$ cat src/rtl/uart_pkg.sv
// Shared types, constants and the bit-timing counter step for the UART transceiver.
package uart_pkg;

    typedef struct packed {
        logic       rx_line;
        logic       send_valid;
        logic [7:0] send_byte;
    } in_t;

    typedef struct packed {
        logic       tx_line;
        logic       tx_busy;
        logic       rx_valid;
        logic [7:0] rx_byte;
        logic       rx_timeout;
    } out_t;

    typedef enum logic [3:0] {
        PH_IDLE  = 4'b0001,
        PH_START = 4'b0010,
        PH_DATA  = 4'b0100,
        PH_STOP  = 4'b1000
    } phase_t;

    typedef struct packed {
        logic        done;
        logic [15:0] count;
    } wait_t;

    typedef struct packed {
        logic       rx_valid;
        logic [7:0] rx_byte;
        logic       rx_timeout;
    } rx_status_t;

    typedef struct packed {
        logic tx_line;
        logic tx_busy;
    } tx_status_t;

    localparam logic [7:0]  CFG_BIT_PERIOD   = 8'd0;
    localparam logic [7:0]  CFG_IDLE_TIMEOUT = 8'd1;
    localparam logic [15:0] BIT_PERIOD_RST   = 16'd16;
    localparam logic [31:0] IDLE_TIMEOUT_RST = 32'd10000;
    localparam logic [2:0]  LAST_BIT         = 3'd7;

    function automatic wait_t wait_step(input logic [15:0] count, input logic [15:0] len);
        logic [15:0] lim;
        logic [16:0] inc;
        wait_t       r;
        lim     = (len == 16'd0) ? 16'd1 : len;
        inc     = {1'b0, count} + 17'd1;
        r.done  = (inc >= {1'b0, lim});
        r.count = r.done ? 16'd0 : inc[15:0];
        return r;
    endfunction

endpackage

$ cat src/rtl/uart_rx.sv
// Receiver: start detect, mid-bit sampling, stop wait and idle-line timeout.
module uart_rx import uart_pkg::*; (
    input  logic        aclk,
    input  logic        aresetn,
    input  logic        step,
    input  logic        rx_line,
    input  logic [15:0] bit_period,
    input  logic [31:0] idle_timeout,
    output rx_status_t  status
);

    phase_t      phase_reg, phase_next;
    logic [15:0] tick_reg, tick_next;
    logic [2:0]  bit_reg, bit_next;
    logic [7:0]  shift_reg, shift_next;
    logic [31:0] idle_reg, idle_next;

    logic [31:0] idle_lim;
    logic [32:0] idle_inc;
    logic [15:0] wait_len;
    logic [7:0]  sample;
    wait_t       wt;

    always_comb begin
        idle_lim = (idle_timeout == 32'd0) ? 32'd1 : idle_timeout;
        idle_inc = {1'b0, idle_reg} + 33'd1;
        wait_len = (phase_reg == PH_START) ? {1'b0, bit_period[15:1]} : bit_period;
        wt       = wait_step(tick_reg, wait_len);
        sample   = shift_reg | ({7'd0, rx_line} << bit_reg);

        phase_next = phase_reg;
        tick_next  = tick_reg;
        bit_next   = bit_reg;
        shift_next = shift_reg;
        idle_next  = 32'd0;
        status     = '0;

        unique case (phase_reg)
            PH_IDLE: begin
                if (!rx_line) begin
                    phase_next = PH_START;
                    tick_next  = 16'd0;
                end else if (idle_inc >= {1'b0, idle_lim}) begin
                    status.rx_timeout = 1'b1;
                end else begin
                    idle_next = idle_inc[31:0];
                end
            end
            PH_START: begin
                tick_next = wt.count;
                if (wt.done) begin
                    phase_next = PH_DATA;
                    bit_next   = 3'd0;
                    shift_next = 8'd0;
                end
            end
            PH_DATA: begin
                tick_next = wt.count;
                if (wt.done) begin
                    shift_next = sample;
                    if (bit_reg == LAST_BIT) begin
                        status.rx_valid = 1'b1;
                        status.rx_byte  = sample;
                        phase_next      = PH_STOP;
                        bit_next        = 3'd0;
                    end else begin
                        bit_next = bit_reg + 3'd1;
                    end
                end
            end
            PH_STOP: begin
                if (rx_line) begin
                    phase_next = PH_IDLE;
                end
            end
            default: begin
                phase_next = PH_IDLE;
            end
        endcase
    end

    always_ff @(posedge aclk) begin
        if (!aresetn) begin
            phase_reg <= PH_IDLE;
            tick_reg  <= 16'd0;
            bit_reg   <= 3'd0;
            shift_reg <= 8'd0;
            idle_reg  <= 32'd0;
        end else if (step) begin
            phase_reg <= phase_next;
            tick_reg  <= tick_next;
            bit_reg   <= bit_next;
            shift_reg <= shift_next;
            idle_reg  <= idle_next;
        end
    end

endmodule

$ cat src/rtl/uart_tx.sv
// Transmitter: start bit, eight data bits and stop bit, each one bit period long.
module uart_tx import uart_pkg::*; (
    input  logic        aclk,
    input  logic        aresetn,
    input  logic        step,
    input  logic        send_valid,
    input  logic [7:0]  send_byte,
    input  logic [15:0] bit_period,
    output tx_status_t  status
);

    phase_t      phase_reg, phase_next;
    logic [15:0] tick_reg, tick_next;
    logic [2:0]  bit_reg, bit_next;
    logic [7:0]  shift_reg, shift_next;
    wait_t       wt;

    always_comb begin
        wt         = wait_step(tick_reg, bit_period);
        phase_next = phase_reg;
        tick_next  = tick_reg;
        bit_next   = bit_reg;
        shift_next = shift_reg;

        unique case (phase_reg)
            PH_IDLE: begin
                if (send_valid) begin
                    shift_next = send_byte;
                    phase_next = PH_START;
                    tick_next  = 16'd0;
                    bit_next   = 3'd0;
                end
            end
            PH_START: begin
                tick_next = wt.count;
                if (wt.done) begin
                    phase_next = PH_DATA;
                    bit_next   = 3'd0;
                end
            end
            PH_DATA: begin
                tick_next = wt.count;
                if (wt.done) begin
                    if (bit_reg == LAST_BIT) begin
                        phase_next = PH_STOP;
                        bit_next   = 3'd0;
                    end else begin
                        bit_next = bit_reg + 3'd1;
                    end
                end
            end
            PH_STOP: begin
                tick_next = wt.count;
                if (wt.done) begin
                    phase_next = PH_IDLE;
                end
            end
            default: begin
                phase_next = PH_IDLE;
            end
        endcase

        unique case (phase_next)
            PH_START: status.tx_line = 1'b0;
            PH_DATA:  status.tx_line = shift_next[bit_next];
            default:  status.tx_line = 1'b1;
        endcase
        status.tx_busy = (phase_next != PH_IDLE);
    end

    always_ff @(posedge aclk) begin
        if (!aresetn) begin
            phase_reg <= PH_IDLE;
            tick_reg  <= 16'd0;
            bit_reg   <= 3'd0;
            shift_reg <= 8'd0;
        end else if (step) begin
            phase_reg <= phase_next;
            tick_reg  <= tick_next;
            bit_reg   <= bit_next;
            shift_reg <= shift_next;
        end
    end

endmodule

$ cat src/rtl/uart_8n1_transceiver.sv
// Top level of the 8N1 UART transceiver: input stage, configuration registers, result stage.
//
//   channel  direction  handshake              payload
//   s_       in         s_valid / s_ready      s_data   (in_t, one clock tick of line data)
//   m_       out        m_valid / m_ready      m_data   (out_t, line and status for that tick)
//   cfg_     in         cfg_valid / cfg_ready  cfg_index, cfg_data
//
// One transaction per cycle without a stall: input register, one pass of the receiver
// and transmitter logic, result register. m_valid rises when a transaction moves on.
// Reset is synchronous on aresetn; both line engines return to idle, the valid and
// configuration registers take their reset values. A stall on m_ready holds the
// result and input registers; bit timing advances only when a transaction moves on.
module uart_8n1_transceiver import uart_pkg::*; (
    input  logic        aclk,
    input  logic        aresetn,
    input  logic        s_valid,
    output logic        s_ready,
    input  in_t         s_data,
    output logic        m_valid,
    input  logic        m_ready,
    output out_t        m_data,
    input  logic        cfg_valid,
    output logic        cfg_ready,
    input  logic [7:0]  cfg_index,
    input  logic [31:0] cfg_data
);

    logic        in_valid_reg;
    in_t         in_data_reg;
    logic        m_valid_reg;
    out_t        m_data_reg;
    logic [15:0] bit_period_reg;
    logic [31:0] idle_timeout_reg;

    logic       out_free;
    logic       advance;
    rx_status_t rx_stat;
    tx_status_t tx_stat;
    out_t       m_data_next;

    assign out_free  = !m_valid_reg || m_ready;
    assign advance   = in_valid_reg && out_free;
    assign s_ready   = !in_valid_reg || out_free;
    assign cfg_ready = 1'b1;
    assign m_valid   = m_valid_reg;
    assign m_data    = m_data_reg;

    uart_rx u_rx (
        .aclk         (aclk),
        .aresetn      (aresetn),
        .step         (advance),
        .rx_line      (in_data_reg.rx_line),
        .bit_period   (bit_period_reg),
        .idle_timeout (idle_timeout_reg),
        .status       (rx_stat)
    );

    uart_tx u_tx (
        .aclk       (aclk),
        .aresetn    (aresetn),
        .step       (advance),
        .send_valid (in_data_reg.send_valid),
        .send_byte  (in_data_reg.send_byte),
        .bit_period (bit_period_reg),
        .status     (tx_stat)
    );

    always_comb begin
        m_data_next.tx_line    = tx_stat.tx_line;
        m_data_next.tx_busy    = tx_stat.tx_busy;
        m_data_next.rx_valid   = rx_stat.rx_valid;
        m_data_next.rx_byte    = rx_stat.rx_byte;
        m_data_next.rx_timeout = rx_stat.rx_timeout;
    end

    always_ff @(posedge aclk) begin
        if (!aresetn) begin
            bit_period_reg   <= BIT_PERIOD_RST;
            idle_timeout_reg <= IDLE_TIMEOUT_RST;
        end else if (cfg_valid) begin
            unique case (cfg_index)
                CFG_BIT_PERIOD:   bit_period_reg   <= cfg_data[15:0];
                CFG_IDLE_TIMEOUT: idle_timeout_reg <= cfg_data;
                default: ;
            endcase
        end
    end

    always_ff @(posedge aclk) begin
        if (!aresetn) begin
            in_valid_reg <= 1'b0;
            m_valid_reg  <= 1'b0;
        end else begin
            if (s_valid && s_ready) begin
                in_valid_reg <= 1'b1;
            end else if (advance) begin
                in_valid_reg <= 1'b0;
            end
            if (advance) begin
                m_valid_reg <= 1'b1;
            end else if (m_ready) begin
                m_valid_reg <= 1'b0;
            end
        end
    end

    always_ff @(posedge aclk) begin
        if (s_valid && s_ready) begin
            in_data_reg <= s_data;
        end
        if (advance) begin
            m_data_reg <= m_data_next;
        end
    end

    a_idle_line_high: assert property (@(posedge aclk) disable iff (!aresetn)
        m_valid && !m_data.tx_busy |-> m_data.tx_line)
        else $error("tx_line low while transmitter idle");

    a_rx_flags_exclusive: assert property (@(posedge aclk) disable iff (!aresetn)
        m_valid |-> !(m_data.rx_valid && m_data.rx_timeout))
        else $error("rx_valid and rx_timeout in one transaction");

    a_rx_byte_zero: assert property (@(posedge aclk) disable iff (!aresetn)
        m_valid && !m_data.rx_valid |-> m_data.rx_byte == 8'd0)
        else $error("rx_byte nonzero without rx_valid");

    a_stall_holds_input: assert property (@(posedge aclk) disable iff (!aresetn)
        in_valid_reg && !out_free |=> in_valid_reg && $stable(in_data_reg))
        else $error("input register changed during a stall");

endmodule
$ cat config.mk
export PLATFORM = sky130hd
export DESIGN_NAME = uart_8n1_transceiver
export DESIGN_NICKNAME = d
export VERILOG_FILES = /design/src/rtl/uart_pkg.sv /design/src/rtl/uart_rx.sv /design/src/rtl/uart_tx.sv /design/src/rtl/uart_8n1_transceiver.sv
export SDC_FILE = /design/constraint.sdc
export NUM_CORES = 1
export LEC_CHECK = 0
export BUFFER_PORTS_ARGS = -buffer_cell sky130_fd_sc_hd__buf_4
export CAP_MARGIN = 0
export CORE_MARGIN = 2
export CORE_UTILIZATION = 47
export DETAILED_ROUTE_END_ITERATION = 16
export PLACE_DENSITY_LB_ADDON = 0.15
export RECOVER_POWER = 50
export SYNTH_ARGS = -nofsm -noshare
export SYNTH_HDL_FRONTEND = slang
export SYNTH_SLANG_ARGS = --single-unit
export TNS_END_PERCENT = 30
$ cat constraint.sdc
create_clock -name aclk -period 5.2 [get_ports aclk]
set_input_delay 0.26 -clock aclk [delete_from_list [all_inputs] [get_ports aclk]]
set_output_delay 0.26 -clock aclk [all_outputs]
set_load 0.02 [all_outputs]
After elaboration in Yosys (flattened, before gate mapping)

Cells that the tools add are included.

Word-level logic and storage cells: 126
Bits of input ports: 55
Register bits after elaboration: 166
Output and inout bits: 15

Bitwise logic cells: 1
Muxes and demuxes: 48
Order comparisons: 4
Add/sub/neg operators: 5
Eq/ne operators: 20
Reductions and logical operators: 26
Shift-type cells: 1

Operators by type and width:

| cell                                                | count |
|---|---|
| 2-to-1 mux 32 bit                                   | 4 |
| 2-to-1 mux 16 bit                                   | 7 |
| one-hot mux 16 bit (2 select lines)                 | 2 |
| 2-to-1 mux 4 bit                                    | 10 |
| adder 16 x 1 -> 17 bit, second input constant       | 2 |
| greater-or-equal comparator 17 x 16 -> 1 bit        | 2 |
| adder 32 x 1 -> 33 bit, second input constant       | 1 |
| greater-or-equal comparator 33 x 32 -> 1 bit        | 1 |
| logical NOT 16 bit                                  | 2 |
| logical NOT 32 bit                                  | 1 |
| 2-to-1 mux 8 bit                                    | 4 |
| one-hot mux 4 bit (4 select lines)                  | 2 |
| 2-to-1 mux 3 bit                                    | 7 |
| one-hot mux 8 bit (2 select lines)                  | 1 |
| equality test 4 x 2 -> 1 bit, second input constant | 3 |
| equality test 4 x 3 -> 1 bit, second input constant | 3 |
| nonzero test 2 bit                                  | 5 |
| 2-to-1 mux 9 bit                                    | 1 |
| one-hot mux 3 bit (3 select lines)                  | 1 |
| AND reduction 3 bit                                 | 3 |
| equality test 4 x 1 -> 1 bit, second input constant | 2 |
| equality test 4 bit, second input constant          | 2 |
| equality test 8 x 1 -> 1 bit, second input constant | 1 |
| logical NOT 8 bit                                   | 1 |
| 20 further kinds                                    | 37 |

Depth between registers and ports, before layout

Gate-level depths: netlist of the first run.

Word-level depth: 8
Mapped depth: 22
Depth with buffers taken out: 18

Modules after synthesis

From an unflattened synthesis of the first run, not the netlist that was laid out.

Cell total of the unflattened synthesis: 1236
Area total of the unflattened synthesis: 10501.3 µm²

Modules (own cells, without submodules):

| module               | area each (µm²) | sequential area each (µm²) | times used | cells each |
|---|---|---|---|---|
| uart_rx              | 5431.5          | 1261.2                     | 1          | 710 |
| uart_8n1_transceiver | 2703.8          | 1661.6                     | 1          | 233 |
| uart_tx              | 2366.0          | 620.6                      | 1          | 293 |

Worst setup path after synthesis of the first run

No wires, ideal clock.

Kind: register to register
From: register u_tx.tick_reg[0]
To: register m_data_reg (netlist bit m_data[11]), data pin
Clock period less this slack: 4.041 ns
Setup time: 0.257 ns
Buffers on the path: 1
Data required time: 4.943 ns
Stages on the path, launching flop included: 19
Data arrival time: 3.785 ns
Path slack: 1.159 ns
Path through: dfxtp_1 -> ha_1 -> nand3_1 -> nor2_2 -> and3_1 -> and3_2 -> nand3_1 -> xnor2_1 -> ha_1 -> a21o_1 -> a221o_1 -> a21oi_2 -> nand2_1 -> a311o_1 -> buf_6 -> nor4_2 -> o32a_1 -> o21ai_1 -> a32o_1

RTL lines:

| element                | line                        | source |
|---|---|---|
| from (decl)            | uart_tx.sv:13               | `logic [15:0] tick_reg, tick_next;` |
| from (signal assigned) | uart_tx.sv:79               | `tick_reg <= tick_next;` |
| to (signal assigned)   | uart_8n1_transceiver.sv:112 | `m_data_reg <= m_data_next;` |
| to (decl)              | uart_8n1_transceiver.sv:31  | `out_t m_data_reg;` |

==> impl_results.md, run 1 <==
* Outcome: finished with violations
* Failing checks: capacitance limit, slew limit
* Die ar. at 21610 um2
* Yosys top cell by area: dfxtp_1
* Post-synth EDFFs at 22
* CP arrival at 4.90 ns
* Area of the mapped netlist at 9612 um2
* Ys flop type: dfxtp_1
* Congestion Overflow GR at 0
* Initial cell density of the core at 0.4766
* Setup tns final at 0 ns
* Hold path startpoint: s_valid
* Startpoint types: flip-flop
* Pin count of the biggest net entering global routing at 59
* Crit path capture type: flip-flop
* FP Rows at 52
* Mean routed wirelength per cell at 15.74 um
* Post-synth top area share at 0.2999
* Max FO, Critical Path at 12
* WHS at 0.04402 ns
* Antenna violations before repair at 0
* Flops & latches, synth at 166
* Register Area at 3543 um2
* Worst R2R Path Depth at 16
* Design area at 10890 um2
* Hold Path Sink: in_valid_reg
* Clk root buf: clkbuf_16
* Crit share post-route at 0.9082
* Syn avg cell area at 8.159 um2
* Hold Fails Final Rpt at 0
* Top-count cell post-synth: nand2_1
* TritonCTS clock tree: built
* Leakage at 4.280 nW
* Async set-reset flop share out of synthesis at 0
* Vert. Die Dim at 147.0 um
* PortBufs at 68
* Final core utilization at 0.5398
* Max-Cap Viols at 1
* Worst-margin pin slew at 1.859 ns
* Placed Area at 10270 um2
* Distinct cells, synth at 77
* Share of layout cells above drive strength 1 at 0.09334
* Clock latency at the later pin of the worst-skew pair at 0.43 ns
* FF-to-FF End: m_data[11]
* Area occupied by multi-input gates at 5602 um2
* Hold path depth at 3
* Warnings from Yosys at 0
* P per Cell Area at 253.8 nW/um2
* Depth of the CTS H-tree at 4
* Worst min path class: in2reg
* Ant diodes at 0
* Cells after synthesis at 1178
* Fill cell count at 1969
* Total Routing Usage GR at 0.2221
* Core Area at 20170 um2
* I/O pin cnt at 70
* Clock buffer count from CTS at 17
* Max Fclk at 211.8 MHz
* Sinks on the clock net at 166
* Setup Crit Path Kind: reg2reg
* Syn_nets at 1304
* # setup viols final at 0
* Routed Antenna Nets at 0
* 1st-pass router iterations at 5
* Register area share after synthesis at 0.3687
* Setup bufs post-CTS at 0
* Global-route wire length before repair at 38990 um
* Vias in the first global route at 7870
* Post-CTS Resized at 0
* RSZ-0062 raised after global routing: false
* Max Slew Vio Count at 18
* Clk slew on worst S/H paths at 0.07 ns
* DRC at 0
* DRT Wirelength at 23640 um
* Via/cell ratio at 5.573
* Die X-Extent at 147.0 um
* Placed wire-length estimate at 16760 um
* Final nets at 1345
* Slew headroom at -0.2419
* Min Tclk post-route at 4.723 ns
* Clock Tree Buf Depth at 2
* RR Startpoint: u_tx.tick_reg[0]
* Peak VDD IR at 0.0001958 V
* Initial drt markers at 438
* R2R Setup Slk at 0.48 ns
* Layout Area Growth over Synthesis at 13.28%
* Routed vias at 8371
* Top post-synthesis cells by area: dfxtp_1 (30%), ha_1 (9.2%), edfxtp_1 (6.9%)
* Final Total Pwr at 2.763 mW
* Hold bufs inserted after CTS at 10
* CP required at 5.38 ns
* Post-synth top cells: nand2_1 (157), dfxtp_1 (144), a21oi_1 (115), nor2_1 (94), ha_1 (71)
* Worst Skew at 0.01150 ns
* Gpl congestion at 0.8039
## layout by cell type (no fill, tap or decap), drive strengths merged, types with 12 or more instances in the layout
cell	instances
nand2	157
dfxtp	144
a21oi	116
nor2	96
ha	71
nand3	63
inv	60
buf	51
clkbuf	45
xnor2	41
o21ai	37
and3	29
nor4	24
edfxtp	22
nor3	22
xor2	20
nand4	20
a31oi	20
mux2i	19
a21o	18
a22o	16
and2	13
nor2b	12
## layer usage
metal,global-route usage,wire length [um]
met1,0.2892,11020
met2,0.3789,11550
met3,0.03634,693
met4,0.07019,379
met5,0,0
## report_power, final
group          switching [mW]  internal, mW
Sequential             0.0143          1.32
Clock                   0.571         0.688
Combinational           0.109        0.0659
## stage by stage
step / instances / setup slack (ns)
2_1_floorplan: 1178 / 1.159
3_3_place_gp: 1460 / 0.6934
3_5_place_dp: 1460 / 0.5266
4_1_cts: 1502 / 0.5148
5_1_grt: 1502 / 0.03617
6_report: 1502 / 0.4775
## worst max path at each step
| stage | startpoint | to | slack (ns) | cells past startpoint |
|---|---|---|---|---|
| global route | u_rx.idle_reg[0] | u_rx.idle_reg[20] | 0.04 | 19 |
| global placement | u_tx.tick_reg[0] | m_data[11] | 0.69 | 17 |
| detailed placement | u_tx.tick_reg[0] | m_data[11] | 0.53 | 16 |
| floorplan | u_tx.tick_reg[0] | m_data[11] | 1.16 | 18 |
| finish | u_tx.tick_reg[0] | m_data[11] | 0.48 | 16 |
| CTS | u_tx.tick_reg[0] | m_data[11] | 0.51 | 16 |
## kinds of logic after synthesis
family          synth area share
mux                      0.02096
compound gates            0.1716
fa+ha+maj                0.09242
simple gates              0.2410
flops                     0.3687
other cells            0.0003901
xor+xnor                 0.05558
buf+inv                  0.04947
## final cells by class
type | count | share of cell area
clock inverters | 14 | 0.01287
repair buffers | 88 | 0.05746
multi-input cells | 893 | 0.5145
inverters | 53 | 0.01839
clock buffers | 18 | 0.04034
flip-flops and latches | 166 | 0.3254
well taps | 270 | 0.03103
## critical path, stage by stage (launching register included)
cell and delay, ns:
dfxtp_1 0.42, ha_1 0.26, nand3_1 0.19, nor2_2 0.23, and3_1 0.26, and3_2 0.20, nand3_1 0.09, xnor2_1 0.22
ha_1 0.28, a21o_1 0.18, a221o_1 0.37, a21oi_2 0.18, nand2_1 0.29, a311o_1 0.54, a2111oi_1 0.40, nor2_1 0.07
a32o_1 0.28
Note: power is estimated with default switching activity, not from simulation.
==> inputs of run 2 (changes only) <==
ABC_CLOCK_PERIOD_IN_PS = 5200   (was not set)
SYNTH_HIERARCHICAL = 1   (was not set)
==> run 2 against run 1 <==
  * The run still ends with capacitance limit, slew limit left
  * Utilization is 0.48 points lower
  * Largest cell class unchanged
  * Combinational power is 14% higher
  * Critical endpoint is now u_rx/idle_reg[5]
  * Global-route usage is 0.24 points lower
==> impl_results.md, run 2 <==
* Die X-Extent at 153.5 um
* Most common cell after layout, fill and taps aside: nand2_1
* Crit share post-route at 0.8968
* Setup Crit Path Kind: reg2reg
* Congestion Overflow GR at 0
* Worst R2R Path Depth at 12
* DRT Wirelength at 25550 um
* Initial drt markers at 682
* DRC at 0
* Inst Count DP at 1518
* FP Rows at 54
* Fin worst setup slack at 0.5369 ns
* Top post-synthesis cells by area: dfxtp_1 (27%), ha_1 (8.5%), nand2_1 (6.5%)
* R2R Setup Slk at 0.54 ns
* Depth of the CTS H-tree at 4
* DP Worst Slack at 0.6690 ns
* 1st-pass router iterations at 5
* Flops & latches, synth at 166
* Routed Antenna Nets at 0
* Max Fclk at 214.4 MHz
* Async set-reset flop share out of synthesis at 0
* Antenna violations before repair at 0
* Fill cell count at 2088
* Post-synth top cells: nand2_1 (181), dfxtp_1 (144), ha_1 (71), inv_1 (67), mux2i_1 (62)
* Setup tns final at 0 ns
* Yosys top cell by area: dfxtp_1
* Initial cell density of the core at 0.4797
* Ant diodes at 0
* Max Slew Vio Count at 149
* Layout Area Growth over Synthesis at 11.52%
* Hold path startpoint: cfg_data[17]
* Area occupied by multi-input gates at 6316 um2
* Post-synth EDFFs at 22
* Worst min path class: in2reg
* I/O pin cnt at 70
* Peak VDD IR at 0.0001761 V
* Vias in the first global route at 8426
* Core Area at 21890 um2
* Leakage at 4.595 nW
* Warnings from Yosys at 6
* Crit path capture type: flip-flop
* Max-Cap Viols at 2
* CP required at 5.52 ns
* Hold Fails Final Rpt at 0
* Outcome: finished with violations
* Gpl congestion at 0.8379
* Via/cell ratio at 5.722
* Min Tclk post-route at 4.663 ns
* Register Area at 3543 um2
* Die ar. at 23550 um2
* P per Cell Area at 242.7 nW/um2
* Distinct cells, synth at 88
* Top-count cell post-synth: nand2_1
* Hold Path Sink: idle_timeout_reg[17]
* Vert. Die Dim at 153.5 um
* TritonCTS clock tree: built
* Clk root buf: clkbuf_16
* Area of the mapped netlist at 10500 um2
* WHS at 0.07777 ns
* Syn_nets at 1362
* RR Startpoint: u_rx/idle_reg[5]
* Worst-margin pin slew at 4.361 ns
* Final nets at 1393
* Final Total Pwr at 2.843 mW
* Total Routing Usage GR at 0.2197
* Post-synth top area share at 0.2745
* Hold bufs inserted after CTS at 10
* Syn avg cell area at 8.496 um2
* FF-to-FF End: u_rx/idle_reg[5]
* Sinks on the clock net at 166
* Hold path depth at 3
* Ys flop type: dfxtp_1
* Clock latency at the later pin of the worst-skew pair at 0.43 ns
* Placed wire-length estimate at 17960 um
* Startpoint types: flip-flop
* Post-CTS Resized at 0
* Cells after synthesis at 1236
* Failing checks: capacitance limit, slew limit
* Max FO, Critical Path at 19
* Commonest cells after routing, fill and taps aside: nand2_1 (181), dfxtp_1 (144), ha_1 (71), inv_1 (67), mux2i_1 (62)
* Mean routed wirelength per cell at 16.38 um
* PortBufs at 68
* Routed vias at 8927
* Pin count of the biggest net entering global routing at 115
* Clock Tree Buf Depth at 2
* RSZ-0062 raised after global routing: false
* Register area share after synthesis at 0.3374
* Clock buffer count from CTS at 17
* Setup bufs post-CTS at 0
* Fin cells at 1560
* Clk slew on worst S/H paths at 0.07 ns
* Slew headroom at -1.907
* Worst Skew at 0.01416 ns
* Global-route wire length before repair at 42710 um
* CP arrival at 4.98 ns
* # setup viols final at 0
* Share of layout cells above drive strength 1 at 0.1078
## run 2: cell count changes in the layout (fill, tap and decap cells not counted), moves of 9 or more
cell     change
a21oi_1     -55
and3_1      -13
a22o_1      -16
nand4_1     +39
nor2_1      -37
mux2i_1     +43
a31oi_1     -16
and2_1      +17
nand2_1     +24
a22oi_1      +9
inv_1       +16
## run 2: critical path, stage by stage (launching register included)
cell and delay, ns:
dfxtp_1 0.46, and4_1 0.44, nand4_1 0.22, nor3_1 0.32, xor2_1 0.28, ha_1 0.29, a21o_1 0.16, a21o_1 0.16
a21oi_1 0.13, o21ai_0 0.17, a211oi_4 0.85, nand3_1 0.62, o311ai_1 0.46
## run 2: final cells by class
class,count,area share
well taps,280,0.02991
inverters,68,0.02179
multi-input cells,923,0.5393
repair buffers,91,0.05502
flip-flops and latches,166,0.3026
clock buffers,17,0.03632
clock inverters,15,0.01506
## run 2: per-stage QoR
step                      area, um2  utilization
final                         11710       0.5350
after global routing          11710       0.5350
after CTS                     11780       0.5382
after detailed placement      11080       0.5062
after global placement        11080       0.5062
after floorplan               10500            -
## run 2: cells by family (layout without fill, tap and decap cells)
family                   after synthesis  in the layout  synth area share
other                                  1              1         0.0003571
XOR/XNOR                              58             58           0.04837
flip-flops                           166            166            0.3374
AO/OA/AOI/OAI                        209            209            0.1375
AND/OR/NAND/NOR                      519            519            0.2662
adder cells (fa/ha/maj)               71             71           0.08459
buffers and inverters                147            191           0.06291
multiplexers                          65             65           0.06267
## run 2: power breakdown
part | leakage, nW | internal, mW | switching [mW]
Sequential | 1.37 | 1.32 | 0.0162
Combinational | 2.95 | 0.0772 | 0.122
Clock | 0.281 | 0.757 | 0.554
## run 2: per-layer routing
layer,wire length (um),global-route usage
met3,1244,0.03998
met4,244,0.05374
met2,11680,0.3450
met1,12380,0.3135
met5,0,0
## run 2: how the worst max path moves through the flow
stage                     slack (ns)                end              start  cells past startpoint
after floorplan                 1.36          m_data[1]  u_rx/phase_reg[3]                     17
after CTS                       0.66   u_rx/idle_reg[5]   u_rx/idle_reg[5]                     12
after global placement          0.83  u_rx/idle_reg[12]   u_rx/idle_reg[5]                     13
final                           0.54   u_rx/idle_reg[5]   u_rx/idle_reg[5]                     12
after detailed placement        0.67  u_rx/idle_reg[23]   u_rx/idle_reg[5]                     12
after global routing            0.29  u_rx/idle_reg[16]   u_rx/idle_reg[5]                     12
==> inputs of run 3 (changes only) <==
ABC_CLOCK_PERIOD_IN_PS = 5900   (was 5200)
RECOVER_POWER = not set   (was 50)
clock period = 5.9 ns   (was 5.2 ns; I/O delays follow)
==> run 3 against run 2 <==
  * The run now ends clean
  * Non-clock buffer count is 13 lower
  * Worst hold slack lost 0.037 ns
  * Clock power down 15%
  * Clock skew is 0.0033 ns lower
  * Largest cell class unchanged
  * Largest power group unchanged
==> impl_results.md, run 3 (same netlist as run 2, synthesis figures left out) <==
* TritonCTS clock tree: built
* 1st-pass router iterations at 5
* Layout Area Growth over Synthesis at 10.77%
* WHS at 0.04119 ns
* Via/cell ratio at 5.707
* Startpoint types: flip-flop
* Post-CTS Resized at 0
* Slew headroom at 0.2025
* Total Routing Usage GR at 0.2185
* Depth of the CTS H-tree at 4
* Sinks on the clock net at 166
* Combinational Power Share at 0.069
* Global-route wire length before repair at 42680 um
* I/O pin cnt at 70
* Commonest cells after routing, fill and taps aside: nand2_1 (181), dfxtp_1 (144), buf_4 (78), ha_1 (71), inv_1 (67)
* P per Cell Area at 211.6 nW/um2
* Core Area at 21890 um2
* Min Tclk post-route at 4.757 ns
* Switching part of the total at 0.2471
* Share of layout cells above drive strength 1 at 0.1200
* Max-Cap Viols at 0
* Outcome: finished clean
* PortBufs at 68
* Die X-Extent at 153.5 um
* Area occupied by multi-input gates at 6320 um2
* Congestion Overflow GR at 0
* Leakage at 4.599 nW
* Worst-margin pin slew at 1.188 ns
* Clock buffer count from CTS at 17
* FP Rows at 54
* Max Fclk at 210.2 MHz
* DRT Wirelength at 25600 um
* Clk root buf: clkbuf_16
* Placed wire-length estimate at 18130 um
* Setup bufs post-CTS at 0
* Vert. Die Dim at 153.5 um
* Gpl congestion at 0.8189
* Most common cell after layout, fill and taps aside: nand2_1
* Max Slew Vio Count at 0
* Register share of total power at 0.477
* CP arrival at 4.94 ns
* Fill cell count at 2120
* RSZ-0062 raised after global routing: false
* Initial drt markers at 483
* Setup tns final at 0 ns
* Ant diodes at 0
* Power Internal at 1.853 mW
* Die ar. at 23550 um2
* Initial cell density of the core at 0.4797
* Worst min path class: in2reg
* Clock latency at the later pin of the worst-skew pair at 0.43 ns
* Peak VDD IR at 0.0001651 V
* CP required at 6.08 ns
* Final nets at 1380
* Crit share post-route at 0.8063
* Pin count of the biggest net entering global routing at 86
* Setup Crit Path Kind: reg2reg
* Routed vias at 8828
* Max FO, Critical Path at 17
* Mean routed wirelength per cell at 16.54 um
* Hold Fails Final Rpt at 0
* Vias in the first global route at 8267
* Clock Tree Buf Depth at 2
* Antenna violations before repair at 0
* Routed Antenna Nets at 0
* # setup viols final at 0
* DRC at 0
* Hold bufs inserted after CTS at 0
* Crit path capture type: flip-flop
* Worst Skew at 0.01081 ns
* Final core utilization at 0.5314
* Switch Pwr at 0.6082 mW
* Clk slew on worst S/H paths at 0.07 ns
* Clock power frac at 0.454
* Register Area at 3543 um2
-- run 3: critical path, cell delays in order (launching register included) --
cell and delay, ns:
dfxtp_1 0.53, nor4b_4 0.99, mux2i_1 0.37, nand4_1 0.12
or4_1 0.52, nand3_1 0.08, ha_1 0.22, nand2b_1 0.14
a21oi_1 0.14, o21a_1 0.13, o21ai_0 0.10, a21oi_2 0.58
or2_1 0.37, inv_2 0.07, and2_1 0.14
-- run 3: layout make-up --
cell class / instances / area share
Timing Repair Buffer: 78 / 0.05034
Clock buffer: 18 / 0.03689
Multi-Input combinational cell: 923 / 0.5433
Inverter: 68 / 0.02194
Tap cell: 280 / 0.03012
Clock inverter: 14 / 0.01280
Sequential cell: 166 / 0.3046
-- run 3: final timing paths --
kind | slack (ns) | cells after the start | start | end
max | 1.14 | 14 | u_rx/phase_reg[1] | m_data[7]
min | 0.04 | 1 | s_data[8] | in_data_reg[8]
max reg2reg | 1.14 | 14 | u_rx/phase_reg[1] | m_data[7]
min reg2reg | 0.45 | 2 | u_rx/shift_reg[1] | u_rx/shift_reg[1]
-- run 3: per-stage QoR --
stage                     instances  worst slack (ns)  power [mW]  instance area (um2)
final                          1547             1.143       2.461                11630
after global routing           1547            0.7423       2.548                11630
after CTS                      1547             1.127       2.488                11630
after detailed placement       1515             1.126       1.371                11050
after global placement         1515             1.252       1.370                11050
after floorplan                1236             2.058       1.303                10500
-- run 3: power by group through the flow --
stage / Sequential (mW) / Combinational (mW) / Clock (mW)
finish: 1.17 / 0.171 / 1.12
global route: 1.18 / 0.187 / 1.19
global placement: 1.20 / 0.170 / 0
CTS: 1.17 / 0.172 / 1.14
detailed placement: 1.20 / 0.171 / 0
floorplan: 1.20 / 0.105 / 0
-- run 3: metal layers --
| layer | share of wire | global-route usage | vias to the layer above |
|---|---|---|---|
| li1 | - | - | 4459 |
| met1 | 0.49 | 0.3155 | 4181 |
| met2 | 0.46 | 0.3503 | 179 |
| met3 | 0.043 | 0.03119 | 9 |
| met4 | 0.0054 | 0.04281 | 0 |
| met5 | 0 | 0 | - |
